### src/rtl/ghc_pkg.sv
`default_nettype none
package ghc_pkg;

  localparam int KEY_W   = 64;
  localparam int SCORE_W = 32;
  localparam int TAG_W   = 32;
  localparam int CNT_W   = 32;
  localparam int USE_W   = 13;

  typedef enum logic [1:0] {
    OP_PROBE = 2'd0,
    OP_STORE = 2'd1,
    OP_CLEAR = 2'd2,
    OP_NONE  = 2'd3
  } op_t;

  typedef struct packed {
    logic [KEY_W-1:0]   key;
    logic               side;
    logic [SCORE_W-1:0] score;
    logic [TAG_W-1:0]   tag;
  } entry_t;

  typedef struct packed {
    logic accept;
    logic exec;
    logic sweep_wr;
  } cmd_t;

  typedef struct packed {
    logic out_free;
    logic wrap;
    logic sweep_last;
  } sts_t;

endpackage
`default_nettype wire

### src/rtl/ghc_ctrl.sv
`default_nettype none
module ghc_ctrl (
  input  wire logic          clk,
  input  wire logic          rst_n,
  input  wire logic          in_valid,
  output logic               in_ready,
  input  wire ghc_pkg::sts_t sts,
  output ghc_pkg::cmd_t      cmd
);
  import ghc_pkg::*;

  typedef enum logic [2:0] {
    ST_IDLE  = 3'b001,
    ST_EXEC  = 3'b010,
    ST_SWEEP = 3'b100
  } state_t;

  state_t state_r, state_nxt;

  always_comb begin
    state_nxt    = state_r;
    in_ready     = 1'b0;
    cmd          = '0;
    case (state_r)
      ST_IDLE: begin
        in_ready   = 1'b1;
        cmd.accept = in_valid;
        if (in_valid) begin
          state_nxt = ST_EXEC;
        end
      end
      ST_EXEC: begin
        if (sts.out_free) begin
          cmd.exec  = 1'b1;
          state_nxt = sts.wrap ? ST_SWEEP : ST_IDLE;
        end
      end
      ST_SWEEP: begin
        cmd.sweep_wr = 1'b1;
        if (sts.sweep_last) begin
          state_nxt = ST_IDLE;
        end
      end
      default: begin
        state_nxt = ST_SWEEP;
      end
    endcase
  end

  always_ff @(posedge clk) begin
    if (!rst_n) begin
      state_r <= ST_SWEEP;
    end else begin
      state_r <= state_nxt;
    end
  end

endmodule
`default_nettype wire

### config.mk
export PLATFORM = sky130hd
export DESIGN_NAME = ghc_ctrl
export DESIGN_NICKNAME = d
export VERILOG_FILES = /design/src/rtl/ghc_pkg.sv /design/src/rtl/ghc_ctrl.sv
export SDC_FILE = /design/constraint.sdc
export NUM_CORES = 1
export LEC_CHECK = 0
export ABC_AREA = 1
export BUFFER_PORTS_ARGS = -buffer_cell sky130_fd_sc_hd__buf_2
export CAP_MARGIN = 20
export CELL_PAD_IN_SITES_DETAIL_PLACEMENT = 0
export CELL_PAD_IN_SITES_GLOBAL_PLACEMENT = 2
export CORE_AREA = 2 2 39 41
export CTS_CLUSTER_DIAMETER = 120
export DETAILED_ROUTE_END_ITERATION = 8
export DIE_AREA = 0 0 41 43
export GPL_ROUTABILITY_DRIVEN = 0
export PLACE_DENSITY_LB_ADDON = 0.1
export SLEW_MARGIN = 20
export SYNTH_ARGS = -nofsm -noshare
export SYNTH_HDL_FRONTEND = slang
export SYNTH_SLANG_ARGS = --single-unit
### constraint.sdc
create_clock -name clk -period 1.2 [get_ports clk]
set_input_delay 0.18 -clock clk [delete_from_list [all_inputs] [get_ports clk]]
set_output_delay 0.18 -clock clk [all_outputs]
set_load 0.02 [all_outputs]
# ---- After elaboration in Yosys (flattened, before gate mapping)
# Cells that the tools add are included.
dict set report totals {
  ff_bits 3
  in_bits 6
  out_inout_bits 4
  elab_cells 18
}
dict set report op_classes {
  n_eq_ne 6
  muxes 10
  reduce_logical 1
}
# cell count
set op_table {}
lappend op_table {{3-bit 2-to-1 mux} 4}
lappend op_table {{3-bit one-hot mux with 3 select lines} 1}
lappend op_table {{2-bit inequality test (second input constant)} 3}
lappend op_table {{1-bit 2-to-1 mux} 5}
lappend op_table {{3-bit by 1-bit equality test with 1-bit output (second input constant)} 1}
lappend op_table {{3-bit by 2-bit equality test with 1-bit output (second input constant)} 1}
lappend op_table {{3-bit equality test (second input constant)} 1}
lappend op_table {{3-bit AND reduction} 1}

# ---- Depth between registers and ports, before layout
# Gate-level depths: netlist (run 1).
dict set report depth {
  word_depth 3
  depth_mapped 7
  depth_no_buf 7
}

# ---- Worst setup path after synthesis (run 1)
# No wires, ideal clock.
dict set report synth_path {
  path_kind {register -> output}
  start {reg state_r[2]}
  end {out cmd[2] in the netlist's numbering}
  t_arrival_ns 0.924
  required_time_ns 1.020
  slack_ns 0.096
  path_stages_with_launch 6
  path_buffers 0
  cell_sequence {dfxtp_1 -> inv_1 -> nand3_1 -> inv_1 -> nand2_1 -> inv_1}
}
# element line_no
set synth_rtl {}
lappend synth_rtl {{start, declared} ghc_ctrl.sv:18} ;# state_t state_r, state_nxt;
lappend synth_rtl {{start signal, assigned} ghc_ctrl.sv:54} ;# state_r <= state_nxt;
lappend synth_rtl {{end, declared} ghc_ctrl.sv:8} ;# output ghc_pkg::cmd_t cmd

==> flow_summary.ini, run 1 <==
[pwr]
p_int_uw = 332
switching_share_pct = 36.0
power_frac_comb_pct = 36.9
total_leakage_power_uw = 0.000213
power_density_nw_per_um2 = 1410
peakVddDrop_mv = 0.920
p_sw_uw = 187
clkPwrFrac_pct = 34.3
pwr-share-seq_pct = 28.7

[clock_network]
path_clk_slew_ns = 0.04
cts_made_buffers = 3
cts_num_sinks = 3
clk_latency_ns = 0.23
clockBufferDepth = 2
cts_root_buf = clkbuf_4
ctsHoldBuffers = 0
cts_tree = yes
htree_levels = 1

[synthesis]
synth-simple-area-share_pct = 49.4
synth_mux_area_share_pct = 0
syn_area_per_cell_sq_um = 5.84
yosysWarnings = 0
synth_adder_area_share_pct = 0
synth_top_family_by_area = simple AND/OR/NAND/NOR gates
ys_types = 12
postSynthCellCount = 36
synth_area_sq_um = 210
synthXorXnorAreaFrac_pct = 0
synth-compound-area-share_pct = 2.38
ys_seq_area_share_pct = 28.6
synth_seq_cells = 3
synth_nets = 42

[sta]
fin_crit_sh_pct = 101
maxSlewHeadroom_pct = 90.5
drv_slew = 0
rsz0062_at_grt = true
finalSetupViolations = 1
clock.fmax_ghz = 0.824
fin_skew_ns = 0.0000845
fin_crit_ns = 1.21
setup_ws_ns = -0.0139
hold_viol_final = 0
worst_pin_slew_ns = 0.142

[floorplan]
start_util_pct = 15.2
dieArea_sq_um = 1760
io_pins = 10
rows = 14
core_sq_um = 1380
die_w_um = 41
die_y_um = 43

[critical_path]
worstSetupStartpointType = flip-flop
crit_type = reg2out
reg2reg_from = state_r[1]$_SDFFE_PN0P_
worstPathArrival_ns = 1.03
crit_start = state_r[1]$_SDFFE_PN0P_
required_ns = 1.02
end_kind = output pin
path_max_fanout = 3

[final_layout]
largest_registers = state_r (3)
area_growth_pct = 75.0
largest-register = state_r
drive_gt1_share_pct = 52.9
stdcell_count = 67
fin_util_pct = 26.6
n_antenna_cell = 0
largest_register_ffs = 3
mostFrequentLayoutCells = nand2_1, inv_1, buf_2
layout.nets = 58

[grt]
antenna_found_initial = 0
grt_overflow = 0
grt_pass1_wl_um = 910
grt_start_max_net_pins = 6
grt_pass1_vias = 216
grt_usage_pct = 8.10

[hold_path]
hp-class = in2reg
hold_start = rst_n

[route]
drtIter0Drc = 3
finalWirelength_um = 554
first_pass_iters = 3
wire_per_inst_um = 8.27
ant_nets = 0
drc = 0
num_vias = 258
routed_via_density = 3.85

[placed_design]
placement.io_buffers = 9
placed_cells = 61
dp_hpwl_um = 436

[run]
maxCapViolCount = 0

[outcome]
status = finished with violations
violations = setup timing
metrics by stage:
stage	setup slack [ns]	hold WS [ns]	TNS (ns)	power [uW]	cell area [sq um]
6_report	-0.0139	0.135	-0.0139	518	368
5_1_grt	-0.0490	0.150	-0.112	564	368
4_1_cts	-0.0251	0.131	-0.0300	494	329
3_5_place_dp	0.0900	0.383	0	284	275
3_3_place_gp	0.0891	0.381	0	286	275
2_1_floorplan	0.0962	0.264	0	240	210
metal layers:
metal  vias to the layer above  GRT usage (%)  wire length [um]
met5                         -              0                 0
met4                         0           4.00                 0
met3                         0           6.28                54
met2                        12           9.69               255
met1                       110           10.2               244
li1                        136              -                 -
area by class of cell:
cell class	instances	area, sq um
Multi-Input combinational cell	22	131
Clock buffer	4	26.3
Inverter	11	46.3
Sequential cell	3	68.8
Timing Repair Buffer	11	75.1
Fill cell	162	1020
Tap cell	16	20.0
power groups by stage:
stage | registers (uW) | logic (uW) | clock network (uW)
floorplan | 129 | 111 | 0
global placement | 131 | 155 | 0
detailed placement | 132 | 152 | 0
CTS | 143 | 162 | 189
global route | 153 | 214 | 196
finish | 149 | 191 | 178
synthesized netlist by cell type, drive strengths merged:
cell    instances  area share (%)
inv            11              20
nand2           8              14
nor2            6              12
nand3           4              12
dfxtp           3              29
a21oi           1             2.4
nand3b          1             3.6
nand4           1             3.0
nor3            1             4.8
cells by family after synthesis:
family	count (synthesis)
simple gates	21
buf+inv	11
flops	3
compound gates	1
worst paths after layout:
path              cells after the start  slack, ns                      end
setup / recovery                      5      -0.01                   cmd[1]
hold / removal                        2       0.13  state_r[2]$_SDFFE_PN1P_
setup reg to reg                      8       0.13  state_r[2]$_SDFFE_PN1P_
hold reg to reg                       2       0.56  state_r[2]$_SDFFE_PN1P_
worst max-delay path, stage by stage (launching register included):
cell and delay (ns):
dfxtp_2 0.35, inv_4 0.05, nor2_4 0.10, nand2_1 0.05
nor2_1 0.10, buf_4 0.14
repair_timing:
item,CTS,global route
cloned,0,0
gates resized for setup,12,8
pin swaps,0,2
endpoints found under the setup margin,4,3
setup buffers,0,2
No activity file was read; power rests on OpenSTA's default activity.
==> run 2: changes to the inputs <==
SLEW_MARGIN = 10   (was 20)
clock period = 1.4 ns   (was 1.2 ns; I/O delays follow)
==> flow_summary.ini, run 2 (synthesized netlist as in run 1, its figures left out) <==
[critical_path]
r2r_end = state_r[2]$_SDFFE_PN1P_
cp_slowest_cell = dfxtp_1
critPathMaxStageDelay_ns = 0.37
required_ns = 1.19
worstSetupStartpointType = flip-flop
cpMostUsedCell = inv_1
reg2reg_depth = 7
path_max_fanout = 4
worstPathArrival_ns = 1.07
r2r_setup_slack_ns = 0.40
end_kind = output pin
crit_type = reg2out
worstPathCellList = nand3_1 -> inv_1 -> nand2_1 -> inv_1 -> buf_2
reg2reg_from = state_r[1]$_SDFFE_PN0P_

[placed_design]
dp_hpwl_um = 436
post_dp_cell_area_sq_um = 275
placement.io_buffers = 9

[clock_network]
clockBufferDepth = 2
cts_num_sinks = 3
cts_made_buffers = 3
htree_levels = 1
cts_root_buf = clkbuf_4
clk_latency_ns = 0.23
ctsHoldBuffers = 0
path_clk_slew_ns = 0.04
cts_tree = yes

[sta]
fin_crit_sh_pct = 91.7
fin_crit_ns = 1.28
fin_skew_ns = 0.0000772
hold-worst-slack_ns = 0.167
hold_viol_final = 0
rsz0062_at_grt = false
maxSlewHeadroom_pct = 89.5
fin_tns_setup_ns = 0
drv_slew = 0
finalSetupViolations = 0
worst_pin_slew_ns = 0.158
clock.fmax_ghz = 0.779

[grt]
grt_pass1_wl_um = 862
grt_pass1_vias = 208
antenna_found_initial = 0
grt_usage_pct = 7.80
grt_start_max_net_pins = 6
grt_overflow = 0

[pwr]
peakVddDrop_mv = 0.794
total_leakage_power_uw = 0.000206
power_density_nw_per_um2 = 1310

[hold_path]
hold_start = rst_n
whs_endpoint = state_r[2]$_SDFFE_PN1P_
hold_depth = 2
hp-class = in2reg

[floorplan]
die_w_um = 41
start_util_pct = 15.2
die_y_um = 43
dieArea_sq_um = 1760
rows = 14
io_pins = 10
core_sq_um = 1380

[route]
drtIter0Drc = 2
num_vias = 247
drc = 0
first_pass_iters = 4
routed_via_density = 3.74
finalWirelength_um = 532
wire_per_inst_um = 8.06
ant_nets = 0

[final_layout]
drive_gt1_share_pct = 38.0
fillerInstances = 159
largest-register = state_r
largest_registers = state_r (3)
mostFrequentLayoutCells = inv_1, buf_2, nand2_1
area_growth_pct = 47.6
layout.nets = 57
largest_register_ffs = 3
n_antenna_cell = 0
final_area_sq_um = 310

[outcome]
status = finished, final reports clean

[run]
maxCapViolCount = 0
-- run 2: cell types whose count changed in the layout (fill, tap and decap cells not counted), sizes merged --
cell	delta
buf	-1
-- run 2: worst max-delay path: cells and delay by family (launching register included) --
family                 cells  cell delay [ns]
buffers and inverters      3             0.28
DFF                        1             0.37
and+or+nand+nor            2             0.19
-- run 2: report_power, final --
part	internal (uW)	total (uW)	switching (uW)	leakage, uW
Clock	107	154	46.6	0.0000150
Combinational	53.3	138	84.7	0.000167
Sequential	101	114	13.0	0.0000245
Total	262	406	144	0.000206
-- run 2: metal layers --
metal | track usage [%] | share of wire [%]
met5 | 0 | 0
met4 | 4.00 | 0
met3 | 6.28 | 11
met2 | 9.06 | 43
met1 | 9.84 | 46
-- run 2: worst max path at each step --
stage | slack [ns] | to | start | cells after the start
after floorplan | 0.27 | cmd[2] | state_r[2]$_SDFFE_PN1P_ | 5
after global placement | 0.26 | cmd[2] | state_r[2]$_SDFFE_PN1P_ | 6
after detailed placement | 0.26 | cmd[2] | state_r[2]$_SDFFE_PN1P_ | 6
after CTS | 0.002 | cmd[2] | state_r[2]$_SDFFE_PN1P_ | 6
after global routing | 0.006 | cmd[2] | state_r[0]$_SDFFE_PN0P_ | 5
final | 0.12 | cmd[2] | state_r[0]$_SDFFE_PN0P_ | 5
-- run 2: what timing repair did --
action | in CTS | in global routing
resized for setup | 0 | 2
buffers inserted | 0 | 1
setup endpoints to repair | 0 | 1
-- run 2: stage by stage --
| stage | setup WS, ns | power, uW | util [%] | cells |
|---|---|---|---|---|
| after floorplan | 0.266 | 206 | - | 36 |
| after global placement | 0.259 | 245 | 19.9 | 61 |
| after detailed placement | 0.260 | 243 | 19.9 | 61 |
| after CTS | 0.00239 | 405 | 21.8 | 65 |
| after global routing | 0.00637 | 443 | 22.4 | 66 |
| final | 0.117 | 406 | 22.4 | 66 |
-- run 2: cell type report --
type                    count  area [sq um]  area share, %
inverters                  11          41.3           13.3
multi-input cells          22           109           35.1
clock buffers               4          26.3           8.47
repair buffers             10          52.6           16.9
flip-flops and latches      3          61.3           19.8
well taps                  16          20.0           6.45
==> run 3: changes to the inputs <==
--- a/config.mk
+++ b/config.mk
@@ -13,2 +13,3 @@
 export CORE_AREA = 2 2 39 41
+export CTS_BUF_LIST = sky130_fd_sc_hd__clkbuf_8 sky130_fd_sc_hd__clkbuf_16
 export CTS_CLUSTER_DIAMETER = 120
==> constraint.sdc (replaced) <==
create_clock -name clk -period 1.4 [get_ports clk]
set_input_delay 0.28 -clock clk [delete_from_list [all_inputs] [get_ports clk]]
set_output_delay 0.28 -clock clk [all_outputs]
set_load 0.02 [all_outputs]
==> flow_summary.ini, run 3 (synthesized netlist as in run 1, its figures left out) <==
[outcome]
status = finished, final reports clean

[sta]
hold_viol_final = 0
worst_pin_slew_ns = 0.175
fin_crit_ns = 1.31
fin_tns_setup_ns = 0
fin_crit_sh_pct = 93.5
finalSetupViolations = 0
maxSlewHeadroom_pct = 88.3
clock.fmax_ghz = 0.764
fin_skew_ns = 0.00285
drv_slew = 0

[floorplan]
rows = 14
core_sq_um = 1380
start_util_pct = 15.2
io_pins = 10
die_y_um = 43
dieArea_sq_um = 1760
die_w_um = 41

[final_layout]
drive_gt1_share_pct = 38.8
mostFrequentLayoutCells = inv_1, nand2_1, buf_2
final_area_sq_um = 329
largest-register = state_r
final_common_cell = inv_1
area_growth_pct = 56.5
largest_register_ffs = 3
layout.nets = 56
largest_registers = state_r (3)
n_antenna_cell = 0

[clock_network]
clockBufferDepth = 2
htree_levels = 1
cts_num_sinks = 3
path_clk_slew_ns = 0.03
clk_latency_ns = 0.21
cts_tree = yes
cts_root_buf = clkbuf_8
cts_made_buffers = 3

[grt]
grt_overflow = 0
grt_start_max_net_pins = 6
grt_pass1_vias = 208
antenna_found_initial = 0
grt_usage_pct = 7.52
grt_pass1_wl_um = 800

[critical_path]
cp_slowest_cell = dfxtp_2
worstPathCellList = inv_2 -> nand3_2 -> inv_1 -> nand2_1 -> inv_1 -> buf_4
critPathBufInv = 4
crit_type = reg2out
required_ns = 1.12
path_max_fanout = 5
worstSetupStartpointType = flip-flop
critPathMaxStageDelay_ns = 0.32
worstPathArrival_ns = 1.03
end_kind = output pin
cpMostUsedCell = inv_1
crit_family = buffers and inverters

[placed_design]
dp_hpwl_um = 428
post_dp_cell_area_sq_um = 275
placement.io_buffers = 9

[pwr]
power_density_nw_per_um2 = 1480
peakVddDrop_mv = 0.367
total_leakage_power_uw = 0.000214

[route]
routed_via_density = 3.54
ant_nets = 0
num_vias = 230
first_pass_iters = 2
wire_per_inst_um = 7.95
drc = 0
finalWirelength_um = 517
drtIter0Drc = 1

[hold_path]
hp-class = in2reg

[run]
maxCapViolCount = 0
-- run 3: cell count changes in the layout (fill, tap and decap cells not counted) --
cell / previous run / this run
clkbuf_4: 3 / 0
clkbuf_8: 0 / 3
buf_2: 9 / 8
clkbuf_1: 1 / 0
inv_1: 9 / 10
nand3_1: 3 / 2
nand3_2: 1 / 2
-- run 3: per-layer routing --
metal	global-route usage (%)	up-vias	part of all wire, %
li1	-	132	-
met1	7.99	92	40
met2	8.75	6	51
met3	2.09	0	8.7
met4	12.0	0	0
met5	0	-	0
-- run 3: final cells by class --
cell class	count	area (sq um)
Clock buffer	3	41.3
Inverter	11	41.3
Sequential cell	3	61.3
Timing Repair Buffer	9	47.5
Multi-Input combinational cell	22	114
Clock inverter	1	3.75
Tap cell	16	20.0
Fill cell	168	1050
-- run 3: repair_timing --
| item | in CTS | in global routing |
|---|---|---|
| hold buffers | 0 | 0 |
| resized for setup | 1 | 3 |
| endpoints found under the hold margin | 0 | 0 |
| setup endpoints to repair | 1 | 1 |
| buffers inserted | 0 | 0 |
-- run 3: final timing paths --
kind,from,to,slack [ns],cells past startpoint
max,state_r[2]$_SDFFE_PN1P_,cmd[2],0.09,6
min,rst_n,state_r[2]$_SDFFE_PN1P_,0.26,2
max reg2reg,state_r[1]$_SDFFE_PN0P_,state_r[2]$_SDFFE_PN1P_,0.40,7
min reg2reg,state_r[2]$_SDFFE_PN1P_,state_r[2]$_SDFFE_PN1P_,0.55,2
-- run 3: worst register-to-register path: cells and delay by family (launching register included) --
family	cells	cell delay (ns)
AND/OR/NAND/NOR	6	0.51
flip-flops	1	0.33
buffers and inverters	1	0.06
-- run 3: through the flow --
stage | std cells | utilization [%] | hold slack [ns] | worst slack, ns | power [uW]
final | 65 | 23.8 | 0.261 | 0.0906 | 487
after global routing | 65 | 23.8 | 0.258 | -0.00279 | 524
after CTS | 65 | 23.1 | 0.259 | 0.0275 | 494
after detailed placement | 61 | 19.9 | 0.484 | 0.206 | 243
after global placement | 61 | 19.9 | 0.484 | 0.189 | 245
after floorplan | 36 | - | 0.364 | 0.196 | 206
-- run 3: report_power, final --
| part | internal, uW | switching, uW |
|---|---|---|
| Combinational | 47.6 | 82.9 |
| Sequential | 101 | 13.9 |
| Clock | 186 | 55.0 |
